### src/rtl/pnm_pkg.sv
// Shared types and codes for the PNM stream decoder.
// Holds the input item and result structs, result kinds and error codes.
// No dependencies.
package pnm_pkg;

  // One transfer on the input channel.
  typedef struct packed {
    logic       command;
    logic [7:0] byte_value;
  } pnm_item_t;

  // One transfer on the result channel.
  typedef struct packed {
    logic [1:0]  kind;
    logic [15:0] sample;
    logic [15:0] image_width;
    logic [15:0] image_height;
    logic [15:0] max_value;
    logic [1:0]  channels;
    logic        text_format;
    logic [3:0]  error_code;
    logic        last_sample;
  } pnm_result_t;

  // Up to two results produced by one input item, first result first.
  typedef struct packed {
    logic [1:0]  n_res;
    pnm_result_t res0;
    pnm_result_t res1;
  } pnm_step_t;

  // Input commands.
  localparam logic CMD_DATA = 1'b0;
  localparam logic CMD_EOS  = 1'b1;

  // Result kinds.
  localparam logic [1:0] KIND_HEADER = 2'd0;
  localparam logic [1:0] KIND_SAMPLE = 2'd1;
  localparam logic [1:0] KIND_ERROR  = 2'd2;

  // Error codes.
  localparam logic [3:0] ERR_NONE         = 4'd0;
  localparam logic [3:0] ERR_NOT_PNM      = 4'd1;
  localparam logic [3:0] ERR_EOF_HEADER   = 4'd2;
  localparam logic [3:0] ERR_EOF_DATA     = 4'd3;
  localparam logic [3:0] ERR_SIZE         = 4'd4;
  localparam logic [3:0] ERR_MAXVAL       = 4'd5;
  localparam logic [3:0] ERR_BINARY_PBM   = 4'd6;
  localparam logic [3:0] ERR_UNTERMINATED = 4'd7;
  localparam logic [3:0] ERR_PAM          = 4'd8;

  // Image format families.
  localparam logic [1:0] FMT_PBM = 2'd0;
  localparam logic [1:0] FMT_PGM = 2'd1;
  localparam logic [1:0] FMT_PPM = 2'd2;

endpackage

### src/rtl/pnm_parse.sv
// Header parser and sample decoder for the PNM stream decoder.
// Consumes one registered input item per enabled cycle and produces up to two results.
// Depends on pnm_pkg.
module pnm_parse #(
  parameter int DIM_BITS = 16
) (
  input  logic                clk,
  input  logic                rst_n,
  input  logic                step_en,
  input  pnm_pkg::pnm_item_t  item,
  output pnm_pkg::pnm_step_t  step
);
  import pnm_pkg::*;

  // Accumulator holds a full header number plus room for one more digit.
  localparam int ACC_W = ((DIM_BITS > 17) ? DIM_BITS : 17) + 4;
  localparam logic [ACC_W-1:0] DIM_LIMIT    = ACC_W'((64'd1 << DIM_BITS) - 64'd1);
  localparam logic [ACC_W-1:0] MAXVAL_LIMIT = ACC_W'(17'd65535);
  localparam logic [ACC_W-1:0] TEXT_MASK    = ACC_W'(17'h1ffff);
  localparam logic [15:0]      PBM_MAXVAL   = 16'd255;

  // Character codes.
  localparam logic [7:0] CH_P    = 8'h50;
  localparam logic [7:0] CH_0    = 8'h30;
  localparam logic [7:0] CH_1    = 8'h31;
  localparam logic [7:0] CH_2    = 8'h32;
  localparam logic [7:0] CH_3    = 8'h33;
  localparam logic [7:0] CH_4    = 8'h34;
  localparam logic [7:0] CH_5    = 8'h35;
  localparam logic [7:0] CH_6    = 8'h36;
  localparam logic [7:0] CH_7    = 8'h37;
  localparam logic [7:0] CH_9    = 8'h39;
  localparam logic [7:0] CH_HASH = 8'h23;
  localparam logic [7:0] CH_LF   = 8'h0a;
  localparam logic [7:0] CH_TAB  = 8'h09;
  localparam logic [7:0] CH_CR   = 8'h0d;
  localparam logic [7:0] CH_SP   = 8'h20;

  typedef enum logic [3:0] {
    PH_MAGIC1,
    PH_MAGIC2,
    PH_WIDTH,
    PH_HEIGHT,
    PH_MAXVAL,
    PH_TEXTPRE,
    PH_TEXTDATA,
    PH_BINDATA,
    PH_DONE,
    PH_HALT
  } phase_t;

  phase_t              phase_r, phase_nxt;
  logic [ACC_W-1:0]    acc_r, acc_nxt;
  logic                digit_seen_r, digit_seen_nxt;
  logic                in_comment_r, in_comment_nxt;
  logic [DIM_BITS-1:0] width_r, width_nxt;
  logic [DIM_BITS-1:0] height_r, height_nxt;
  logic [15:0]         maxval_r, maxval_nxt;
  logic [1:0]          fmt_r, fmt_nxt;
  logic                ascii_r, ascii_nxt;
  logic                wide_r, wide_nxt;
  logic [DIM_BITS-1:0] col_r, col_nxt;
  logic [DIM_BITS-1:0] row_r, row_nxt;
  logic [1:0]          chan_r, chan_nxt;
  logic [7:0]          hold_r, hold_nxt;
  logic                parity_r, parity_nxt;

  // Byte classification.
  logic [7:0]       b;
  logic             is_digit;
  logic             is_ws;
  logic [ACC_W-1:0] digit_val;
  logic [ACC_W-1:0] acc_times10;

  assign b           = item.byte_value;
  assign is_digit    = (b >= CH_0) && (b <= CH_9);
  assign is_ws       = (b == CH_SP) || ((b >= CH_TAB) && (b <= CH_CR));
  assign digit_val   = ACC_W'(b - CH_0);
  assign acc_times10 = (acc_r << 3) + (acc_r << 1) + digit_val;

  // Sample position tracking: last-sample flag and the advanced counters.
  logic [1:0]        chans_r;
  logic [DIM_BITS:0] row_p1;
  logic [DIM_BITS:0] col_p1;
  logic [2:0]        chan_p1;
  logic              smp_last;
  logic              chan_wrap;
  logic              col_wrap;

  assign chans_r   = (fmt_r == FMT_PPM) ? 2'd3 : 2'd1;
  assign row_p1    = {1'b0, row_r} + 1'b1;
  assign col_p1    = {1'b0, col_r} + 1'b1;
  assign chan_p1   = {1'b0, chan_r} + 1'b1;
  assign chan_wrap = chan_p1 >= {1'b0, chans_r};
  assign col_wrap  = col_p1 >= {1'b0, width_r};
  assign smp_last  = (row_p1 >= {1'b0, height_r}) && col_wrap && chan_wrap;

  // ASCII sample value from the accumulator.
  logic [15:0] text_masked;
  logic [15:0] text_val;

  assign text_masked = wide_r ? acc_r[15:0] : {8'h00, acc_r[7:0]};
  assign text_val    = (fmt_r == FMT_PBM) ? ((text_masked != 16'd0) ? 16'd0 : maxval_r)
                                          : text_masked;

  // Result requests from the step logic.
  logic        hdr_emit;
  logic        smp_emit;
  logic        err_emit;
  logic [15:0] smp_val;
  logic [3:0]  err_code;

  // Step logic: one input item against the current state.
  always_comb begin
    logic [3:0]       junk;
    logic             cont;
    logic [ACC_W-1:0] limit;
    phase_t           ph;

    phase_nxt      = phase_r;
    acc_nxt        = acc_r;
    digit_seen_nxt = digit_seen_r;
    in_comment_nxt = in_comment_r;
    width_nxt      = width_r;
    height_nxt     = height_r;
    maxval_nxt     = maxval_r;
    fmt_nxt        = fmt_r;
    ascii_nxt      = ascii_r;
    wide_nxt       = wide_r;
    col_nxt        = col_r;
    row_nxt        = row_r;
    chan_nxt       = chan_r;
    hold_nxt       = hold_r;
    parity_nxt     = parity_r;
    hdr_emit       = 1'b0;
    smp_emit       = 1'b0;
    err_emit       = 1'b0;
    smp_val        = 16'd0;
    err_code       = ERR_NONE;
    junk           = (phase_r == PH_MAXVAL) ? ERR_MAXVAL : ERR_SIZE;
    limit          = (phase_r == PH_MAXVAL) ? MAXVAL_LIMIT : DIM_LIMIT;
    cont           = 1'b1;
    ph             = phase_r;

    if (item.command == CMD_EOS) begin
      // End of stream: flush a pending ASCII number, flag what is missing.
      case (phase_r)
        PH_TEXTDATA: begin
          if (digit_seen_r) begin
            smp_emit = 1'b1;
            smp_val  = text_val;
            if (!smp_last) begin
              err_emit = 1'b1;
              err_code = ERR_EOF_DATA;
            end
          end else begin
            err_emit = 1'b1;
            err_code = ERR_EOF_DATA;
          end
        end
        PH_BINDATA: begin
          err_emit = 1'b1;
          err_code = ERR_EOF_DATA;
        end
        PH_DONE, PH_HALT: begin
        end
        default: begin
          err_emit = 1'b1;
          err_code = ERR_EOF_HEADER;
        end
      endcase
      // Every phase returns to the reset state for the next file.
      phase_nxt      = PH_MAGIC1;
      acc_nxt        = '0;
      digit_seen_nxt = 1'b0;
      in_comment_nxt = 1'b0;
      width_nxt      = '0;
      height_nxt     = '0;
      maxval_nxt     = '0;
      fmt_nxt        = FMT_PBM;
      ascii_nxt      = 1'b0;
      wide_nxt       = 1'b0;
      col_nxt        = '0;
      row_nxt        = '0;
      chan_nxt       = '0;
      hold_nxt       = '0;
      parity_nxt     = 1'b0;
    end else begin
      case (phase_r)
        PH_MAGIC1: begin
          if (b == CH_P) begin
            phase_nxt = PH_MAGIC2;
          end else begin
            err_emit  = 1'b1;
            err_code  = ERR_NOT_PNM;
            phase_nxt = PH_HALT;
          end
        end

        PH_MAGIC2: begin
          if (b == CH_7) begin
            err_emit  = 1'b1;
            err_code  = ERR_PAM;
            phase_nxt = PH_HALT;
          end else if ((b < CH_1) || (b > CH_6)) begin
            err_emit  = 1'b1;
            err_code  = ERR_NOT_PNM;
            phase_nxt = PH_HALT;
          end else begin
            ascii_nxt = (b <= CH_3);
            if ((b == CH_1) || (b == CH_4)) begin
              fmt_nxt = FMT_PBM;
            end else if ((b == CH_2) || (b == CH_5)) begin
              fmt_nxt = FMT_PGM;
            end else begin
              fmt_nxt = FMT_PPM;
            end
            acc_nxt        = '0;
            digit_seen_nxt = 1'b0;
            in_comment_nxt = 1'b0;
            phase_nxt      = PH_WIDTH;
          end
        end

        PH_WIDTH, PH_HEIGHT, PH_MAXVAL: begin
          if (in_comment_r) begin
            if (b == CH_LF) begin
              in_comment_nxt = 1'b0;
            end
          end else if (is_digit) begin
            // Accumulate and reject as soon as the limit is passed.
            acc_nxt        = acc_times10;
            digit_seen_nxt = 1'b1;
            if (acc_times10 > limit) begin
              err_emit  = 1'b1;
              err_code  = junk;
              phase_nxt = PH_HALT;
            end
          end else begin
            if (digit_seen_r) begin
              if (acc_r == '0) begin
                err_emit  = 1'b1;
                err_code  = junk;
                phase_nxt = PH_HALT;
                cont      = 1'b0;
              end else begin
                acc_nxt        = '0;
                digit_seen_nxt = 1'b0;
                in_comment_nxt = 1'b0;
                if (phase_r == PH_WIDTH) begin
                  width_nxt = DIM_BITS'(acc_r);
                  ph        = PH_HEIGHT;
                end else if (phase_r == PH_HEIGHT) begin
                  height_nxt = DIM_BITS'(acc_r);
                  if (fmt_r == FMT_PBM) begin
                    maxval_nxt = PBM_MAXVAL;
                    wide_nxt   = 1'b0;
                    cont       = 1'b0;
                  end else begin
                    ph = PH_MAXVAL;
                  end
                end else begin
                  maxval_nxt = acc_r[15:0];
                  wide_nxt   = (acc_r > ACC_W'(PBM_MAXVAL));
                  cont       = 1'b0;
                end

                // Header complete: the ending byte decides what follows.
                if (!cont) begin
                  if (ascii_r) begin
                    if (is_ws) begin
                      ph = PH_TEXTPRE;
                    end else if (b == CH_HASH) begin
                      ph             = PH_TEXTPRE;
                      in_comment_nxt = 1'b1;
                    end else begin
                      hdr_emit = 1'b1;
                      ph       = PH_TEXTDATA;
                    end
                  end else if (!is_ws) begin
                    err_emit = 1'b1;
                    err_code = ERR_UNTERMINATED;
                    ph       = PH_HALT;
                  end else begin
                    hdr_emit = 1'b1;
                    if (fmt_r == FMT_PBM) begin
                      err_emit = 1'b1;
                      err_code = ERR_BINARY_PBM;
                      ph       = PH_HALT;
                    end else begin
                      ph = PH_BINDATA;
                    end
                  end
                end
                phase_nxt = ph;
                junk      = (ph == PH_MAXVAL) ? ERR_MAXVAL : ERR_SIZE;
              end
            end
            if (cont) begin
              if (is_ws) begin
              end else if (b == CH_HASH) begin
                in_comment_nxt = 1'b1;
              end else begin
                err_emit  = 1'b1;
                err_code  = junk;
                phase_nxt = PH_HALT;
              end
            end
          end
        end

        PH_TEXTPRE: begin
          // Skip whitespace and comments before the first ASCII sample.
          if (in_comment_r) begin
            if (b == CH_LF) begin
              in_comment_nxt = 1'b0;
            end
          end else if (is_ws) begin
          end else if (b == CH_HASH) begin
            in_comment_nxt = 1'b1;
          end else begin
            hdr_emit       = 1'b1;
            phase_nxt      = PH_TEXTDATA;
            in_comment_nxt = 1'b0;
            if (is_digit) begin
              acc_nxt        = digit_val;
              digit_seen_nxt = 1'b1;
            end else begin
              acc_nxt        = '0;
              digit_seen_nxt = 1'b0;
            end
          end
        end

        PH_TEXTDATA: begin
          if (is_digit) begin
            acc_nxt        = acc_times10 & TEXT_MASK;
            digit_seen_nxt = 1'b1;
          end else if (digit_seen_r) begin
            smp_emit       = 1'b1;
            smp_val        = text_val;
            acc_nxt        = '0;
            digit_seen_nxt = 1'b0;
          end
        end

        PH_BINDATA: begin
          // Binary samples: one byte, or a big-endian byte pair.
          if (!wide_r) begin
            smp_emit = 1'b1;
            smp_val  = {8'h00, b};
          end else if (!parity_r) begin
            hold_nxt   = b;
            parity_nxt = 1'b1;
          end else begin
            parity_nxt = 1'b0;
            smp_emit   = 1'b1;
            smp_val    = {hold_r, b};
          end
        end

        default: begin
        end
      endcase

      // Sample bookkeeping: stop after the last one, else advance position.
      if (smp_emit) begin
        if (smp_last) begin
          phase_nxt = PH_DONE;
        end else if (chan_wrap) begin
          chan_nxt = '0;
          if (col_wrap) begin
            col_nxt = '0;
            row_nxt = row_p1[DIM_BITS-1:0];
          end else begin
            col_nxt = col_p1[DIM_BITS-1:0];
          end
        end else begin
          chan_nxt = chan_p1[1:0];
        end
      end

      // A header restarts the sample position.
      if (hdr_emit) begin
        col_nxt    = '0;
        row_nxt    = '0;
        chan_nxt   = '0;
        hold_nxt   = '0;
        parity_nxt = 1'b0;
      end
    end
  end

  // Result assembly: header or sample first, then any error.
  always_comb begin
    pnm_result_t hdr_res;
    pnm_result_t smp_res;
    pnm_result_t err_res;

    hdr_res              = '0;
    hdr_res.kind         = KIND_HEADER;
    hdr_res.image_width  = 16'(width_nxt);
    hdr_res.image_height = 16'(height_nxt);
    hdr_res.max_value    = maxval_nxt;
    hdr_res.channels     = (fmt_nxt == FMT_PPM) ? 2'd3 : 2'd1;
    hdr_res.text_format  = ascii_nxt;

    smp_res             = '0;
    smp_res.kind        = KIND_SAMPLE;
    smp_res.sample      = smp_val;
    smp_res.last_sample = smp_last;

    err_res            = '0;
    err_res.kind       = KIND_ERROR;
    err_res.error_code = err_code;

    step = '0;
    if (hdr_emit || smp_emit) begin
      step.res0 = hdr_emit ? hdr_res : smp_res;
      if (err_emit) begin
        step.res1  = err_res;
        step.n_res = 2'd2;
      end else begin
        step.n_res = 2'd1;
      end
    end else if (err_emit) begin
      step.res0  = err_res;
      step.n_res = 2'd1;
    end
  end

  // State registers.
  always_ff @(posedge clk) begin
    if (!rst_n) begin
      phase_r      <= PH_MAGIC1;
      acc_r        <= '0;
      digit_seen_r <= 1'b0;
      in_comment_r <= 1'b0;
      width_r      <= '0;
      height_r     <= '0;
      maxval_r     <= '0;
      fmt_r        <= FMT_PBM;
      ascii_r      <= 1'b0;
      wide_r       <= 1'b0;
      col_r        <= '0;
      row_r        <= '0;
      chan_r       <= '0;
      hold_r       <= '0;
      parity_r     <= 1'b0;
    end else if (step_en) begin
      phase_r      <= phase_nxt;
      acc_r        <= acc_nxt;
      digit_seen_r <= digit_seen_nxt;
      in_comment_r <= in_comment_nxt;
      width_r      <= width_nxt;
      height_r     <= height_nxt;
      maxval_r     <= maxval_nxt;
      fmt_r        <= fmt_nxt;
      ascii_r      <= ascii_nxt;
      wide_r       <= wide_nxt;
      col_r        <= col_nxt;
      row_r        <= row_nxt;
      chan_r       <= chan_nxt;
      hold_r       <= hold_nxt;
      parity_r     <= parity_nxt;
    end
  end

endmodule

### src/rtl/pnm_res_fifo.sv
// Result queue for the PNM stream decoder.
// Takes up to two results per cycle from the parser and presents one per transfer.
// Depends on pnm_pkg.
module pnm_res_fifo (
  input  logic                 clk,
  input  logic                 rst_n,
  input  logic                 push_en,
  input  pnm_pkg::pnm_step_t   step,
  output logic                 space_ok,
  output logic                 out_valid,
  input  logic                 out_stall,
  output pnm_pkg::pnm_result_t out_data
);
  import pnm_pkg::*;

  localparam int DEPTH = 4;
  localparam int PTR_W = $clog2(DEPTH);
  localparam int CNT_W = PTR_W + 1;

  pnm_result_t      mem [DEPTH];
  logic [PTR_W-1:0] wr_ptr_r, wr_ptr_nxt;
  logic [PTR_W-1:0] rd_ptr_r, rd_ptr_nxt;
  logic [CNT_W-1:0] count_r, count_nxt;
  logic [1:0]       n_push;
  logic             pop;
  logic [PTR_W-1:0] wr_ptr_p1;

  // Room for the largest burst one item can produce.
  assign space_ok  = count_r <= CNT_W'(DEPTH - 2);
  assign out_valid = count_r != '0;
  assign out_data  = mem[rd_ptr_r];
  assign pop       = out_valid && !out_stall;
  assign n_push    = push_en ? step.n_res : 2'd0;
  assign wr_ptr_p1 = wr_ptr_r + 1'b1;

  // Pointer and fill-level update.
  always_comb begin
    wr_ptr_nxt = wr_ptr_r + PTR_W'(n_push);
    rd_ptr_nxt = rd_ptr_r + PTR_W'(pop);
    count_nxt  = count_r + CNT_W'(n_push) - CNT_W'(pop);
  end

  always_ff @(posedge clk) begin
    if (!rst_n) begin
      wr_ptr_r <= '0;
      rd_ptr_r <= '0;
      count_r  <= '0;
    end else begin
      wr_ptr_r <= wr_ptr_nxt;
      rd_ptr_r <= rd_ptr_nxt;
      count_r  <= count_nxt;
    end
  end

  // Result storage.
  always_ff @(posedge clk) begin
    if (n_push != 2'd0) begin
      mem[wr_ptr_r] <= step.res0;
    end
    if (n_push == 2'd2) begin
      mem[wr_ptr_p1] <= step.res1;
    end
  end

endmodule

### src/rtl/pnm_stream_decoder_top.sv
// PNM stream decoder: takes a PNM file one byte per transfer and emits header,
// sample and error results. Depends on pnm_pkg, pnm_parse and pnm_res_fifo.
//
// Input channel (in_valid, in_stall, in_data): one byte or an end-of-stream
// command per transfer. Result channel (out_valid, out_stall, out_data): one
// header, sample or error result per transfer.
// An accepted item is held in the input register, is decoded, and its results
// enter a four-entry result queue, which offers them in order. One input
// item is accepted every cycle as long as results drain; the parser advances
// when the queue has room for two.
// Most items give zero or one result; a header followed by an error, or a
// final ASCII sample followed by an end-of-data error, gives two.
// While the receiver stalls, results wait in the queue and in_stall rises once
// the queue cannot take another item's worth of results.
// Reset puts the parser in the state that expects the first magic byte and
// empties the queue. An end-of-stream command also returns the parser to that
// state, ready for the next file.
module pnm_stream_decoder_top #(
  parameter int DIM_BITS = 16
) (
  input  logic                 clk,
  input  logic                 rst_n,
  input  logic                 in_valid,
  output logic                 in_stall,
  input  pnm_pkg::pnm_item_t   in_data,
  output logic                 out_valid,
  input  logic                 out_stall,
  output pnm_pkg::pnm_result_t out_data
);
  import pnm_pkg::*;

  logic       in_vld_r, in_vld_nxt;
  pnm_item_t  in_item_r;
  logic       space_ok;
  logic       step_en;
  logic       in_take;
  pnm_step_t  step;

  // The held item moves into the parser when the queue has room.
  assign step_en  = in_vld_r && space_ok;
  assign in_stall = in_vld_r && !space_ok;
  assign in_take  = in_valid && !in_stall;

  always_comb begin
    if (in_take) begin
      in_vld_nxt = 1'b1;
    end else if (step_en) begin
      in_vld_nxt = 1'b0;
    end else begin
      in_vld_nxt = in_vld_r;
    end
  end

  // Input register.
  always_ff @(posedge clk) begin
    if (!rst_n) begin
      in_vld_r <= 1'b0;
    end else begin
      in_vld_r <= in_vld_nxt;
    end
  end

  always_ff @(posedge clk) begin
    if (in_take) begin
      in_item_r <= in_data;
    end
  end

  pnm_parse #(
    .DIM_BITS (DIM_BITS)
  ) u_parse (
    .clk     (clk),
    .rst_n   (rst_n),
    .step_en (step_en),
    .item    (in_item_r),
    .step    (step)
  );

  pnm_res_fifo u_res_fifo (
    .clk       (clk),
    .rst_n     (rst_n),
    .push_en   (step_en),
    .step      (step),
    .space_ok  (space_ok),
    .out_valid (out_valid),
    .out_stall (out_stall),
    .out_data  (out_data)
  );

endmodule

### config.mk
export PLATFORM = sky130hd
export DESIGN_NAME = pnm_stream_decoder_top
export DESIGN_NICKNAME = d
export VERILOG_FILES = /design/src/rtl/pnm_pkg.sv /design/src/rtl/pnm_parse.sv /design/src/rtl/pnm_res_fifo.sv /design/src/rtl/pnm_stream_decoder_top.sv
export SDC_FILE = /design/constraint.sdc
export NUM_CORES = 1
export LEC_CHECK = 0
export CAP_MARGIN = 20
export CORE_ASPECT_RATIO = 1.75
export CORE_MARGIN = 5
export CORE_UTILIZATION = 40
export DETAILED_ROUTE_END_ITERATION = 6
export DONT_BUFFER_PORTS = 1
export GPL_ROUTABILITY_DRIVEN = 0
export PLACE_DENSITY = 0.56
export SYNTH_ARGS = -nofsm -noshare
export SYNTH_HDL_FRONTEND = slang
export SYNTH_SLANG_ARGS = --single-unit
### constraint.sdc
create_clock -name clk -period 8.25 [get_ports clk]
set_input_delay 0.825 -clock clk [delete_from_list [all_inputs] [get_ports clk]]
set_output_delay 0.825 -clock clk [all_outputs]
set_load 0.02 [all_outputs]
==> summary.md <==
| Metric | Value |
|---|---|
| Post-Syn Area | `21,600 um^2` |
| Cell variety after synth | `88` |
| Area grow syn2layout | `8.77%` |
| PwrDens | `203 nW/um^2` |
| Number of gates resized after CTS | `0` |
| Critical path buffer and inverter count | `2` |
| Largest net degree at the start of global routing | `77` |
| WL/cell | `24.1 um` |
| Sequential share of power | `0.466` |
| Most frequent cell after synthesis | `dfxtp_1` |
| Delay-heaviest family, CP | `compound AO/OA/AOI/OAI gates` |
| Final worst-path cycle share | `0.852` |
| Max-slew headroom | `0.260` |
| H-tree depth | `2` |
| Cells after synthesis | `2,289` |
| Worst Setup End Kind | `flop` |
| Die width | `186 um` |
| Skew final | `0.00936 ns` |
| Crit path max-delay cell type | `edfxtp_1` |
| Final hold vios | `0` |
| CTS tree | `built` |
| Via-to-Cell Ratio | `6.17` |
| Net count after synthesis | `2,389` |
| All-layer global routing usage | `0.230` |
| Outcome | `complete, no violations` |
| Post-layout worst setup margin | `1.22 ns` |
| Nets | `2,291` |
| Ys Warns | `0` |
| Worst setup path class | `flop to flop` |
| Worst slew pin tran | `1.11 ns` |
| Crit Path Max Fanout | `40` |
| Initial antenna violation count | `0` |
| Number of max-cap violations | `0` |
| Setup TNS Final | `0 ns` |
| Worst-path clk slew | `0.06 ns` |
| Number of global-route vias before repair | `17,612` |
| Switching power | `1.32 mW` |
| Critical Path RT | `8.75 ns` |
| Latest clock arrival within the worst-skew pair | `0.56 ns` |
| Number of remaining DRC errors | `0` |
| Initial core utilization | `0.404` |
| Post-synth EDFFs | `29` |
| Hold Crit Class | `primary input to flop` |
| Asr flop ratio synth | `0` |
| Post-DRT Antenna Nets | `0` |
| Synth Register Bits | `435` |
| Data arrival, critical path | `7.53 ns` |
| Combinational fraction of design power | `0.123` |
| Pleak | `8.26 nW` |
| Largest stage delay, worst path | `0.59 ns` |
| Critical path startpoint category | `flop` |
| First-pass GRT wire length | `107,000 um` |
| Via count | `17,933` |
| Inserted Clock Buffers | `42` |
| Clock period minus final worst setup slack | `7.03 ns` |
| Top Ports | `89` |
| Sequential share of the synthesized area | `0.416` |
| Final slew viol count | `0` |
| Internal Power | `3.46 mW` |
| Diodes inserted | `0` |
| Die Area | `59,000 um^2` |
| Total iterations of the first detailed-routing run | `7` |
| Synth top area cells | `dfxtp_1 38%, a22o_1 8.6%, mux4_2 7.7%` |
| Mean Syn Cell Area | `9.45 um^2` |
| Core area | `53,500 um^2` |
| VDD IR max | `0.000133 V` |
| Post-CTS setup buffer count | `0` |
| Hold_buf cts | `0` |
| Final wirelength | `69,900 um` |
| Die span in y | `318 um` |
| Top cell by count, worst path | `ha_1` |
| Non-filler cells, final | `2,908` |
| Placed Cells | `2,829` |
| Worst path cell trace | `ha_1, nor3_2, buf_4, fa_1, ha_1, nand4_1, o221ai_1, a211oi_1, a221oi_1, o2111a_1, a31oi_1, o21ai_1, nand3_1, ha_1, nand2_1, o21ai_0, a22o_1, nand2_2, buf_4, a22o_1` |
| Sw Ratio | `0.276` |
| Unrepaired setup endpoints after global routing | `no` |
| Synth area leader | `dfxtp_1` |
| Max Clock Freq | `142 MHz` |
| Clock power share | `0.411` |
| Post-synth top cells | `406 x dfxtp_1, 273 x nand2_1, 212 x a22o_1` |
| Share of layout cells above drive strength 1 | `0.109` |
| Root buf cell | `clkbuf_16` |
| CTS sink count | `435` |
| Clk buf depth | `3` |
| Initial DRC Count | `1,417` |
| Buffers added on ports | `0` |
| Dpl ws | `1.40 ns` |
| Final setup viols | `0` |
| GRT overflow | `0` |
| Synth top area share | `0.376` |
| Detailed Place HPWL | `49,100 um` |
| Row cnt | `112` |
| Top FF cell, synth | `dfxtp_1` |
## through the flow
step,area (um^2),power [mW],hold WS (ns),utilization
3_5_place_dp,22100,2.86,0.437,0.413
6_report,23500,4.78,0.354,0.440
3_3_place_gp,22100,2.86,0.428,0.413
4_1_cts,23500,4.83,0.332,0.439
2_1_floorplan,21600,2.69,0.420,-
5_1_grt,23500,4.96,0.343,0.440
## worst register-to-register path, cell delays in order, from the launching register on
cell and delay [ns]:
edfxtp_1 0.59, ha_1 0.38, nor3_2 0.13, buf_4 0.33, fa_1 0.47, ha_1 0.50
nand4_1 0.19, o221ai_1 0.44, a211oi_1 0.19, a221oi_1 0.32, o2111a_1 0.25, a31oi_1 0.14
o21ai_1 0.37, nand3_1 0.28, ha_1 0.48, nand2_1 0.19, o21ai_0 0.10, a22o_1 0.23
nand2_2 0.56, buf_4 0.59, a22o_1 0.27
## layout by cell type (no fill, tap or decap), drive strengths merged, types with 13 or more instances in the layout
cell type  count
buf           40
o2bb2ai       18
or2           13
nand3         52
nand4         25
xnor2         31
nor2         125
mux4          74
o21ai        166
xor2          19
nor3          27
a22o         212
clkinv        15
and3          17
a31oi         15
ha            67
inv           76
o21a          14
nor4          13
clkbuf        60
or3           25
dfxtp        406
a22oi         62
fa            20
a21oi        149
nand2b        23
a21o          13
nand2        273
edfxtp        29
## cell families (layout without fill, tap and decap cells)
kind of cell | after synthesis | in the layout | share of synthesized area
compound gates | 737 | 737 | 0.240
fa+ha+maj | 89 | 89 | 0.0582
mux | 81 | 81 | 0.0803
buf+inv | 259 | 194 | 0.0475
xor+xnor | 50 | 50 | 0.0202
simple gates | 638 | 638 | 0.138
flops | 435 | 435 | 0.416
## final timing paths
| check | end | start | slack [ns] | cells after the start |
|---|---|---|---|---|
| min reg2reg | u_res_fifo.mem[2][9] | u_res_fifo.mem[2][9] | 0.45 | 2 |
| max | u_res_fifo.mem[2][68] | in_item_r[4] | 1.22 | 20 |
| min | in_item_r[4] | in_data[4] | 0.35 | 0 |
| max reg2reg | u_res_fifo.mem[2][68] | in_item_r[4] | 1.22 | 20 |
## layer usage
layer | GRT usage | vias to the layer above | part of all wire
met5 | 0 | - | 0
met4 | 0.106 | 0 | 0.051
met3 | 0.0312 | 182 | 0.051
met2 | 0.407 | 625 | 0.51
met1 | 0.271 | 8885 | 0.38
li1 | - | 8241 | -
## state kept, by name, indices dropped and copies added, names as in the netlist, 3 cells and up
signal	cells
u_parse.maxval_r	16
u_parse.width_r	16
in_item_r	9
u_res_fifo.count_r	3
u_parse.acc_r	21
u_res_fifo.mem	296
u_parse.hold_r	8
u_parse.phase_r	4
u_parse.row_r	16
u_parse.col_r	16
u_parse.height_r	16
## power groups by stage
stage / Clock [mW] / Sequential [mW] / Combinational, mW
2_1_floorplan: 0 / 2.20 / 0.483
6_report: 1.96 / 2.22 / 0.588
3_3_place_gp: 0 / 2.27 / 0.587
3_5_place_dp: 0 / 2.27 / 0.592
5_1_grt: 2.09 / 2.23 / 0.638
4_1_cts: 2.01 / 2.23 / 0.593
## cell type report
class                      instances  area, um^2
inverter                          77         289
fill                            5129       30000
clock inverter                    17         119
timing repair buffer              40         342
sequential                       435        9010
tap                              684         856
clock buffer                      60        1270
multi-input combinational       1595       11600
No activity file was read; power rests on OpenSTA's default activity.
